$ cat src/design/otp_pkg.sv
package otp_pkg;

    // fixed field widths on the stream ports
    localparam int OP_W      = 2;
    localparam int IDX_W     = 4;
    localparam int ID_IO_W   = 16;
    localparam int STAMP_W   = 32;
    localparam int LIMIT_W   = 16;
    localparam int REASON_W  = 2;

    localparam int S_TDATA_W = 72;
    localparam int M_TDATA_W = 24;

    localparam int SLOT_COUNT_DEF = 16;
    localparam int ID_WIDTH_DEF   = 16;

    localparam logic [LIMIT_W-1:0] AGE_LIMIT_RESET = 16'd42;

    localparam logic [OP_W-1:0] OP_SCHED = 2'd0;
    localparam logic [OP_W-1:0] OP_WRITE = 2'd1;
    localparam logic [OP_W-1:0] OP_MARK  = 2'd2;

    localparam logic [REASON_W-1:0] RSN_OLDEST    = 2'd0;
    localparam logic [REASON_W-1:0] RSN_REQUESTED = 2'd1;
    localparam logic [REASON_W-1:0] RSN_IRQ       = 2'd2;
    localparam logic [REASON_W-1:0] RSN_IDLE      = 2'd3;

    // write strobes into the slot table
    typedef struct packed {
        logic wr;
        logic mark;
        logic stamp;
        logic clr_fresh;
    } t_tbl_ctl;

endpackage

$ cat src/design/otp_age_cmp.sv
module otp_age_cmp
    import otp_pkg::*;
(
    input  logic [STAMP_W-1:0] i_tick,
    input  logic [STAMP_W-1:0] i_stamp,
    input  logic [STAMP_W-1:0] i_best,
    output logic [STAMP_W-1:0] o_age,
    output logic               o_older
);

    // age wraps modulo 2^32, zero age never wins since best starts at zero
    assign o_age   = i_tick - i_stamp;
    assign o_older = o_age > i_best;

endmodule

$ cat src/design/otp_slot_table.sv
module otp_slot_table
    import otp_pkg::*;
#(
    parameter  int SLOT_COUNT = SLOT_COUNT_DEF,
    parameter  int ID_WIDTH   = ID_WIDTH_DEF,
    localparam int SLOT_W     = $clog2(SLOT_COUNT)
) (
    input  logic                i_clk,
    input  logic                i_rst_n,
    input  t_tbl_ctl            i_ctl,
    input  logic [SLOT_W-1:0]   i_wr_idx,
    input  logic [ID_WIDTH-1:0] i_wr_id,
    input  logic                i_wr_used,
    input  logic                i_wr_active,
    input  logic                i_wr_irq,
    input  logic [STAMP_W-1:0]  i_wr_stamp,
    input  logic [SLOT_W-1:0]   i_stamp_idx,
    input  logic [STAMP_W-1:0]  i_stamp_val,
    input  logic [SLOT_W-1:0]   i_clr_idx,
    input  logic [SLOT_W-1:0]   i_rd_idx,
    output logic [ID_WIDTH-1:0] o_rd_id,
    output logic [STAMP_W-1:0]  o_rd_stamp,
    output logic                o_rd_elig,
    output logic                o_rd_irq
);

    logic [ID_WIDTH-1:0] r_id_mem    [SLOT_COUNT];
    logic [STAMP_W-1:0]  r_stamp_mem [SLOT_COUNT];

    logic [SLOT_COUNT-1:0] r_used;
    logic [SLOT_COUNT-1:0] r_active;
    logic [SLOT_COUNT-1:0] r_irq;
    logic [SLOT_COUNT-1:0] r_fresh;

    logic [ID_WIDTH-1:0] r_rd_id;
    logic [STAMP_W-1:0]  r_rd_stamp;
    logic                r_rd_elig;
    logic                r_rd_irq;

    logic                w_st_en;
    logic [SLOT_W-1:0]   w_st_idx;
    logic [STAMP_W-1:0]  w_st_val;

    // stamping and slot writes never fall in the same cycle, so one port
    assign w_st_en  = i_ctl.stamp | i_ctl.wr;
    assign w_st_idx = i_ctl.stamp ? i_stamp_idx : i_wr_idx;
    assign w_st_val = i_ctl.stamp ? i_stamp_val : i_wr_stamp;

    always_ff @(posedge i_clk) begin
        if (i_ctl.wr) begin
            r_id_mem[i_wr_idx] <= i_wr_id;
        end
        if (w_st_en) begin
            r_stamp_mem[w_st_idx] <= w_st_val;
        end
        r_rd_id    <= r_id_mem[i_rd_idx];
        r_rd_stamp <= r_stamp_mem[i_rd_idx];
        r_rd_elig  <= r_used[i_rd_idx] & r_active[i_rd_idx];
        r_rd_irq   <= r_irq[i_rd_idx] & r_fresh[i_rd_idx];
    end

    always_ff @(posedge i_clk) begin
        if (!i_rst_n) begin
            r_used   <= '0;
            r_active <= '0;
            r_irq    <= '0;
            r_fresh  <= '0;
        end else begin
            if (i_ctl.wr) begin
                r_used[i_wr_idx]   <= i_wr_used;
                r_active[i_wr_idx] <= i_wr_active;
                r_irq[i_wr_idx]    <= i_wr_irq;
                r_fresh[i_wr_idx]  <= 1'b0;
            end
            if (i_ctl.mark) begin
                r_fresh[i_wr_idx] <= 1'b1;
            end
            if (i_ctl.clr_fresh) begin
                r_fresh[i_clr_idx] <= 1'b0;
            end
        end
    end

    assign o_rd_id    = r_rd_id;
    assign o_rd_stamp = r_rd_stamp;
    assign o_rd_elig  = r_rd_elig;
    assign o_rd_irq   = r_rd_irq;

endmodule

$ cat src/design/oldest_first_task_picker_top.sv
// Oldest-first task picker. Write and interrupt-mark requests update the slot
// table in the cycle they are accepted and return nothing. After a schedule
// request is accepted, a stamp step first stamps the running slot (unless the
// last pick was idle) and advances the tick; the single age subtract-and-compare
// unit walks the table one slot per cycle through its one registered read
// port, which is drained before the final step makes the decision and loads
// the output register. The input is ready only while no schedule is in
// progress, and the decision waits while an earlier result is still held; a
// finished result waits in the output register without blocking further
// write or mark requests. A schedule result picks the last fresh interrupt
// handler, else the requested id when the greatest age is below age_limit,
// else the first slot of greatest age; idle when no used and active slot has
// a nonzero age.
module oldest_first_task_picker_top
    import otp_pkg::*;
#(
    parameter int SLOT_COUNT = SLOT_COUNT_DEF,
    parameter int ID_WIDTH   = ID_WIDTH_DEF
) (
    input  logic                 i_clk,
    input  logic                 i_rst_n,
    input  logic                 i_cfg_we,
    input  logic [LIMIT_W-1:0]   i_cfg_wdata,     // age_limit
    input  logic                 i_s_axis_tvalid,
    output logic                 o_s_axis_tready,
    // requested_id[15:0], slot_index[19:16], task_id[35:20], slot_used[36],
    // is_active[37], handles_irq[38], start_stamp[70:39], zero[71]
    input  logic [S_TDATA_W-1:0] i_s_axis_tdata,
    input  logic [OP_W-1:0]      i_s_axis_tuser,  // operation
    output logic                 o_m_axis_tvalid,
    input  logic                 i_m_axis_tready,
    // chosen_slot[3:0], chosen_id[19:4], zero[23:20]
    output logic [M_TDATA_W-1:0] o_m_axis_tdata,
    output logic [REASON_W-1:0]  o_m_axis_tuser   // pick_reason
);

    localparam int SLOT_W     = $clog2(SLOT_COUNT);
    localparam int CNT_W      = SLOT_W + 1;
    localparam int SLOT_EXT_W = (SLOT_W > IDX_W) ? SLOT_W : IDX_W;
    localparam int ID_EXT_W   = (ID_WIDTH > ID_IO_W) ? ID_WIDTH : ID_IO_W;

    localparam logic [1:0] ST_IDLE  = 2'd0;
    localparam logic [1:0] ST_STAMP = 2'd1;
    localparam logic [1:0] ST_SCAN  = 2'd2;
    localparam logic [1:0] ST_DONE  = 2'd3;

    // request fields
    logic [ID_IO_W-1:0] w_req_id_in;
    logic [IDX_W-1:0]   w_slot_index;
    logic [ID_IO_W-1:0] w_task_id;
    logic               w_slot_used;
    logic               w_is_active;
    logic               w_handles_irq;
    logic [STAMP_W-1:0] w_start_stamp;

    logic [SLOT_EXT_W-1:0] w_idx_ext;
    logic [SLOT_W-1:0]     w_idx;
    logic                  w_idx_ok;
    logic [ID_EXT_W-1:0]   w_task_ext;
    logic [ID_EXT_W-1:0]   w_want_ext;

    logic w_in_acc;
    logic w_issue;
    logic w_hit;
    logic w_done_fire;

    logic [1:0]          r_state;
    logic [STAMP_W-1:0]  r_tick;
    logic [SLOT_W-1:0]   r_run_slot;
    logic                r_run_idle;
    logic [LIMIT_W-1:0]  r_limit;
    logic [CNT_W-1:0]    r_cnt;
    logic                r_ev_valid;
    logic                r_have_old;
    logic                r_have_req;
    logic                r_have_irq;
    logic                r_out_valid;

    logic [ID_WIDTH-1:0] r_want;
    logic [SLOT_W-1:0]   r_ev_idx;
    logic [STAMP_W-1:0]  r_best;
    logic [SLOT_W-1:0]   r_old_idx;
    logic [ID_WIDTH-1:0] r_old_id;
    logic [SLOT_W-1:0]   r_req_idx;
    logic [ID_WIDTH-1:0] r_req_id;
    logic [SLOT_W-1:0]   r_irq_idx;
    logic [ID_WIDTH-1:0] r_irq_id;
    logic [IDX_W-1:0]    r_out_slot;
    logic [ID_IO_W-1:0]  r_out_id;
    logic [REASON_W-1:0] r_out_reason;

    t_tbl_ctl            w_ctl;
    logic [ID_WIDTH-1:0] w_rd_id;
    logic [STAMP_W-1:0]  w_rd_stamp;
    logic                w_rd_elig;
    logic                w_rd_irq;
    logic [STAMP_W-1:0]  w_age;
    logic                w_older;

    logic [SLOT_W-1:0]     w_pick_idx;
    logic [ID_WIDTH-1:0]   w_pick_id;
    logic [REASON_W-1:0]   w_reason;
    logic [SLOT_EXT_W-1:0] w_pick_ext;
    logic [ID_EXT_W-1:0]   w_pick_id_ext;

    assign w_req_id_in   = i_s_axis_tdata[15:0];
    assign w_slot_index  = i_s_axis_tdata[19:16];
    assign w_task_id     = i_s_axis_tdata[35:20];
    assign w_slot_used   = i_s_axis_tdata[36];
    assign w_is_active   = i_s_axis_tdata[37];
    assign w_handles_irq = i_s_axis_tdata[38];
    assign w_start_stamp = i_s_axis_tdata[70:39];

    assign w_idx_ext  = SLOT_EXT_W'(w_slot_index);
    assign w_idx      = w_idx_ext[SLOT_W-1:0];
    assign w_idx_ok   = 32'(w_slot_index) < SLOT_COUNT;
    assign w_task_ext = ID_EXT_W'(w_task_id);
    assign w_want_ext = ID_EXT_W'(w_req_id_in);

    assign o_s_axis_tready = (r_state == ST_IDLE);
    assign w_in_acc        = i_s_axis_tvalid & o_s_axis_tready;

    assign w_issue     = (r_state == ST_SCAN) && (r_cnt < CNT_W'(SLOT_COUNT));
    assign w_hit       = r_ev_valid & w_rd_elig;
    assign w_done_fire = (r_state == ST_DONE) && (!r_out_valid || i_m_axis_tready);

    always_comb begin
        w_ctl           = '0;
        w_ctl.wr        = w_in_acc && (i_s_axis_tuser == OP_WRITE) && w_idx_ok;
        w_ctl.mark      = w_in_acc && (i_s_axis_tuser == OP_MARK) && w_idx_ok;
        w_ctl.stamp     = (r_state == ST_STAMP) && !r_run_idle;
        w_ctl.clr_fresh = w_done_fire && r_have_old && r_have_irq;
    end

    otp_slot_table #(
        .SLOT_COUNT (SLOT_COUNT),
        .ID_WIDTH   (ID_WIDTH)
    ) u_table (
        .i_clk       (i_clk),
        .i_rst_n     (i_rst_n),
        .i_ctl       (w_ctl),
        .i_wr_idx    (w_idx),
        .i_wr_id     (w_task_ext[ID_WIDTH-1:0]),
        .i_wr_used   (w_slot_used),
        .i_wr_active (w_is_active),
        .i_wr_irq    (w_handles_irq),
        .i_wr_stamp  (w_start_stamp),
        .i_stamp_idx (r_run_slot),
        .i_stamp_val (r_tick),
        .i_clr_idx   (r_irq_idx),
        .i_rd_idx    (r_cnt[SLOT_W-1:0]),
        .o_rd_id     (w_rd_id),
        .o_rd_stamp  (w_rd_stamp),
        .o_rd_elig   (w_rd_elig),
        .o_rd_irq    (w_rd_irq)
    );

    otp_age_cmp u_age (
        .i_tick  (r_tick),
        .i_stamp (w_rd_stamp),
        .i_best  (r_best),
        .o_age   (w_age),
        .o_older (w_older)
    );

    // priority: idle when no slot has a nonzero age, then fresh interrupt handler, then requested id, then oldest
    always_comb begin
        priority if (!r_have_old) begin
            w_pick_idx = '0;
            w_pick_id  = '0;
            w_reason   = RSN_IDLE;
        end else if (r_have_irq) begin
            w_pick_idx = r_irq_idx;
            w_pick_id  = r_irq_id;
            w_reason   = RSN_IRQ;
        end else if (r_have_req && (r_best < STAMP_W'(r_limit))) begin
            w_pick_idx = r_req_idx;
            w_pick_id  = r_req_id;
            w_reason   = RSN_REQUESTED;
        end else begin
            w_pick_idx = r_old_idx;
            w_pick_id  = r_old_id;
            w_reason   = RSN_OLDEST;
        end
    end

    assign w_pick_ext    = SLOT_EXT_W'(w_pick_idx);
    assign w_pick_id_ext = ID_EXT_W'(w_pick_id);

    always_ff @(posedge i_clk) begin
        if (!i_rst_n) begin
            r_state     <= ST_IDLE;
            r_tick      <= '0;
            r_run_slot  <= '0;
            r_run_idle  <= 1'b1;
            r_limit     <= AGE_LIMIT_RESET;
            r_cnt       <= '0;
            r_ev_valid  <= 1'b0;
            r_have_old  <= 1'b0;
            r_have_req  <= 1'b0;
            r_have_irq  <= 1'b0;
            r_out_valid <= 1'b0;
        end else begin
            if (i_cfg_we) begin
                r_limit <= i_cfg_wdata;
            end
            // a new result may replace one taken in the same cycle
            if (w_done_fire) begin
                r_out_valid <= 1'b1;
            end else if (r_out_valid && i_m_axis_tready) begin
                r_out_valid <= 1'b0;
            end
            unique case (r_state)
                ST_IDLE: begin
                    if (w_in_acc && (i_s_axis_tuser == OP_SCHED)) begin
                        r_state <= ST_STAMP;
                    end
                end
                ST_STAMP: begin
                    r_tick     <= r_tick + 1'b1;
                    r_cnt      <= '0;
                    r_ev_valid <= 1'b0;
                    r_have_old <= 1'b0;
                    r_have_req <= 1'b0;
                    r_have_irq <= 1'b0;
                    r_state    <= ST_SCAN;
                end
                ST_SCAN: begin
                    r_ev_valid <= w_issue;
                    if (w_issue) begin
                        r_cnt <= r_cnt + 1'b1;
                    end else begin
                        r_state <= ST_DONE;
                    end
                    if (w_hit && w_older) begin
                        r_have_old <= 1'b1;
                    end
                    if (w_hit && (w_rd_id == r_want)) begin
                        r_have_req <= 1'b1;
                    end
                    if (w_hit && w_rd_irq) begin
                        r_have_irq <= 1'b1;
                    end
                end
                ST_DONE: begin
                    if (w_done_fire) begin
                        r_run_idle  <= !r_have_old;
                        r_run_slot  <= w_pick_idx;
                        r_state     <= ST_IDLE;
                    end
                end
                default: begin
                    r_state <= ST_IDLE;
                end
            endcase
        end
    end

    always_ff @(posedge i_clk) begin
        if (w_in_acc) begin
            r_want <= w_want_ext[ID_WIDTH-1:0];
        end
        if (r_state == ST_STAMP) begin
            r_best <= '0;
        end
        if (w_issue) begin
            r_ev_idx <= r_cnt[SLOT_W-1:0];
        end
        if ((r_state == ST_SCAN) && w_hit) begin
            if (w_older) begin
                r_best    <= w_age;
                r_old_idx <= r_ev_idx;
                r_old_id  <= w_rd_id;
            end
            // later matches overwrite earlier ones
            if (w_rd_id == r_want) begin
                r_req_idx <= r_ev_idx;
                r_req_id  <= w_rd_id;
            end
            if (w_rd_irq) begin
                r_irq_idx <= r_ev_idx;
                r_irq_id  <= w_rd_id;
            end
        end
        if (w_done_fire) begin
            r_out_slot   <= w_pick_ext[IDX_W-1:0];
            r_out_id     <= w_pick_id_ext[ID_IO_W-1:0];
            r_out_reason <= w_reason;
        end
    end

    assign o_m_axis_tvalid = r_out_valid;
    assign o_m_axis_tdata  = {4'b0, r_out_id, r_out_slot};
    assign o_m_axis_tuser  = r_out_reason;

endmodule

$ cat config.mk
export PLATFORM = sky130hd
export DESIGN_NAME = oldest_first_task_picker_top
export DESIGN_NICKNAME = d
export VERILOG_FILES = /design/src/design/otp_pkg.sv /design/src/design/otp_age_cmp.sv /design/src/design/otp_slot_table.sv /design/src/design/oldest_first_task_picker_top.sv
export SDC_FILE = /design/constraint.sdc
export NUM_CORES = 1
export LEC_CHECK = 0
export BUFFER_PORTS_ARGS = -buffer_cell sky130_fd_sc_hd__buf_2
export CORE_ASPECT_RATIO = 0.5
export CORE_UTILIZATION = 60
export CTS_CLUSTER_DIAMETER = 60
export DETAILED_ROUTE_END_ITERATION = 8
export PLACE_DENSITY = 0.77
export SLEW_MARGIN = 5
export SYNTH_ARGS = -nofsm -noshare
export SYNTH_HDL_FRONTEND = slang
export SYNTH_HIERARCHICAL = 1
export SYNTH_SLANG_ARGS = --single-unit
$ cat constraint.sdc
create_clock -name i_clk -period 5.6 [get_ports i_clk]
set_input_delay 1.12 -clock i_clk [delete_from_list [all_inputs] [get_ports i_clk]]
set_output_delay 1.12 -clock i_clk [all_outputs]
set_load 0.01 [all_outputs]
==> impl_results.md <==
- Result of the run: finished, final reports clean
- Number of buffers inserted by port buffering: 117
- Final setup slack of the worst path: 0.520 ns
- Number of buffers inserted during clock tree synthesis: 91
- Total inserted antenna cells: 0
- Share of cells above drive strength 1: 0.222
- Largest stage delay, worst path: 0.50 ns
- Leakage component of the power: 0.0162 µW
- Hold Path Origin: r_ev_idx[1]$_DFFE_PP_
- Bufs and invs on worst path: 3
- Residual antenna-violating net count after detailed routing: 0
- Ordered cell list for the critical path: inv_1 > ha_1 > inv_1 > fa_1 > a21o_1 > a221oi_2 > nand2b_4 > o311a_4 > o31a_4 > o31ai_4 > or4b_1 > and3_1 > ha_1 > nand4_1 > nor4_1 > a221oi_1 > a21oi_1 > and2_2 > buf_4 > o21ai_0
- Unrepaired setup endpoints after global routing: false
- Number of warnings printed during yosys synthesis: 6
- Total Wirelength: 103000 µm
- Count of hold-fix buffers inserted at cts: 0
- Time the final worst path needs with I/O delays and setup: 5.08 ns
- Worst voltage drop across the vdd grid: 0.206 mV
- Buffers inserted by post-CTS timing repair: 0
- Largest buffer count on any clock path: 3
- Worst clock skew on the final layout: 0.0211 ns
- Number of enable flip-flop cells after synthesis: 870
- Critical path class: reg -> reg
- TritonCTS clock tree: yes
- Cell area power density: 349 nW/µm²
- Internal Pwr Total: 13400 µW
- Cell count after synthesis: 2663
- Final routed DRC violation total: 0
- Critical Path Slowest Stage Cell: or4b_1
- Root Driver: clkbuf_16
- Hold WS: 0.471 ns
- Clock-pin slew reported for the worst setup and hold paths after clock tree synthesis: 0.07 ns
- Die outline width: 385 µm
- Number of antenna violations at the first check in global routing: 1
- Seq cells post-synth: 1081
- Worst endpoint required time: 6.12 ns
- Max Freq: 197 MHz
- Start of the worst register-to-register path: r_tick[0]$_SDFFE_PN0P_
- Post-placement setup slack: 0.632 ns
- Gp weighted congestion: 0.907
- Area of the die: 74600 µm²
- Top FF cell, synth: edfxtp_1
- Share of total power in the clock network: 0.395
- Switching share of power: 0.219
- Syn avg cell area: 16.5 µm²
- Iter 0 DRT Violations: 2973
- Max transition margin: 0.201
- # H-tree levels: 3
- Type of the most critical hold path: reg -> reg
- Final setup violating endpoints: 0
- Worst path top cell family by delay: simple AND/OR/NAND/NOR gates
- Detailed-routing iteration count for the pre-antenna-repair pass: 6
- Area growth syn-to-layout: 11.4%
- Total I/O pin count: 123
- Later-pin clock latency in the skew report: 0.66 ns
- Effective utilization at floorplan: 0.613
- Global route overflow: 0
- Floorplan row count: 69
- Global-route wire length before repair: 154000 µm
- Critical Path Start Type: flop
- Net count, final: 2971
- Reg power frac: 0.521
- CTS-repair resized insts: 0
- Maximum number of pins on one net before global-route repair: 87
- Critical Path Sink Type: flop
- Number of violations of the max-capacitance limit: 0
- Net load switching power: 3750 µW
- Sum of negative setup slack: 0 ns
- Total routing resource utilization after global routing: 0.281
- Via count of the first global-routing pass: 24663
- Share of flip-flops with an asynchronous set or reset after synthesis: 0
- Post-synth design cell area: 44100 µm²
- Via count of the routed design: 24801
- Placed cells: 3656
- Height of the die: 194 µm
- Core ar.: 71800 µm²
- Sequential area share after synthesis: 0.689
- Count of pins over their slew limit: 0
- Total clock sinks: 1081
- Number of standard cells in the final layout excluding fillers: 3828
- Fill cell count: 4520
- Routed vias/inst: 6.48
- Number of distinct library cells after synthesis: 78
- Detailed placement HPWL: 59200 µm
- Ratio of final minimum period to clock period: 0.907
- Start point of the critical path: r_tick[0]$_SDFFE_PN0P_
- Biggest fanout along the worst timing path: 64
- Sum of internal, switching and leakage power: 17100 µW
- Final hold violation count: 0
- Worst-margin pin slew: 1.20 ns
- Arrival @ worst endpoint: 5.60 ns
- Combinational cell fraction of total power: 0.084
- Routed wire per std cell: 27.0 µm
-- metrics by stage --
| step | util | area [µm²] |
|---|---|---|
| after floorplan | - | 44100 |
| after global placement | 0.639 | 45900 |
| after detailed placement | 0.639 | 45900 |
| after CTS | 0.683 | 49100 |
| after global routing | 0.683 | 49100 |
| final | 0.683 | 49100 |
-- Yosys cell counts (all sizes together) (14+ instances only) --
master | instances | area [µm²]
a21boi | 40 | 300
a21o | 29 | 218
a21oi | 71 | 355
a31oi | 31 | 194
and2 | 18 | 113
and3 | 15 | 95.1
buf | 47 | 359
clkbuf | 87 | 327
dfxtp | 211 | 4220
edfxtp | 870 | 26100
ha | 84 | 1050
inv | 99 | 372
mux2 | 32 | 360
mux2i | 26 | 260
mux4 | 240 | 5410
nand2 | 166 | 623
nand2b | 47 | 302
nand3 | 61 | 325
nand4 | 33 | 236
nor2 | 105 | 404
nor2b | 22 | 138
o211ai | 14 | 105
o21ai | 141 | 706
xnor2 | 39 | 342
xor2 | 27 | 236
-- worst register-to-register path, stage by stage (launching register included) --
cell and delay [ns]:
dfxtp_1 0.35, inv_1 0.07, ha_1 0.15, inv_1 0.05
fa_1 0.39, a21o_1 0.20, a221oi_2 0.32, nand2b_4 0.21
o311a_4 0.19, o31a_4 0.19, o31ai_4 0.10, or4b_1 0.50
and3_1 0.20, ha_1 0.30, nand4_1 0.14, nor4_1 0.37
a221oi_1 0.12, a21oi_1 0.22, and2_2 0.20, buf_4 0.46
o21ai_0 0.20
-- worst paths after layout --
check | cells after the start | slack (ns) | endpoint
max reg2reg | 20 | 0.52 | r_best[4]$_DFF_P_
min reg2reg | 0 | 0.47 | r_req_idx[1]$_DFFE_PP_
min | 0 | 0.47 | r_req_idx[1]$_DFFE_PP_
max | 20 | 0.52 | r_best[4]$_DFF_P_
-- cells in the final DEF (no fill, tap or decap), drive strengths merged, types with 4 or more instances in the layout --
| master | n |
|---|---|
| o211ai | 14 |
| nand4b | 4 |
| dfxtp | 211 |
| a211oi | 9 |
| or3 | 10 |
| inv | 101 |
| nand3 | 61 |
| clkinvlp | 4 |
| nor4 | 8 |
| xor2 | 27 |
| mux2 | 32 |
| and3 | 15 |
| nor2 | 105 |
| a31oi | 31 |
| a21boi | 40 |
| nor3b | 4 |
| conb | 4 |
| o21ai | 141 |
| xnor2 | 39 |
| nand3b | 6 |
| nand2 | 166 |
| bufinv | 12 |
| and2 | 18 |
| nand4 | 33 |
| edfxtp | 870 |
| clkinv | 24 |
| ha | 84 |
| nand2b | 47 |
| clkbuf | 131 |
| nor3 | 10 |
| mux4 | 240 |
| a21oi | 71 |
| and3b | 4 |
| a22oi | 7 |
| mux2i | 26 |
| a21o | 29 |
| nor2b | 22 |
| a311oi | 5 |
| buf | 166 |
-- sequential cells by signal, indices dropped and copies added, names as in the netlist, 32 cells and up --
signal,flops
r_tick,32
u_table/r_stamp_mem,512
u_table/o_rd_stamp,32
u_table/r_id_mem,256
r_best,32
-- layout make-up --
class | count | area (µm²) | area share
timing repair buffer | 166 | 1090 | 0.0222
tap | 958 | 1200 | 0.0244
sequential | 1081 | 30400 | 0.619
multi-input combinational | 1351 | 12800 | 0.262
clock inverter | 41 | 548 | 0.0112
inverter | 100 | 378 | 0.00770
clock buffer | 131 | 2650 | 0.0540
-- cells by family (layout without fill, tap and decap cells) --
group | Yosys count | after routing | synth area share
adders and majority gates | 85 | 85 | 0.0243
other | 1 | 4 | 0.0000851
DFF | 1081 | 1081 | 0.689
muxes | 298 | 298 | 0.137
and+or+nand+nor | 527 | 527 | 0.0605
AOI/OAI and AO/OA | 371 | 371 | 0.0523
xor gates and xnor gates | 66 | 66 | 0.0131
buffers and inverters | 234 | 438 | 0.0241
-- layer usage --
metal / vias up / wire length [µm] / track usage
met4: 2 / 2190 / 0.0670
met5: - / 13 / 0
met2: 1221 / 50700 / 0.456
met1: 12803 / 42400 / 0.406
li1: 10611 / - / -
met3: 164 / 8170 / 0.0424
-- power by group through the flow --
stage	registers, µW	clock network, µW	logic (µW)
after floorplan	9050	0	1110
after global placement	9080	0	1400
after detailed placement	9080	0	1440
after CTS	8910	6810	1450
after global routing	8910	7130	1550
final	8910	6760	1440
(Power assumes the default switching activity.)
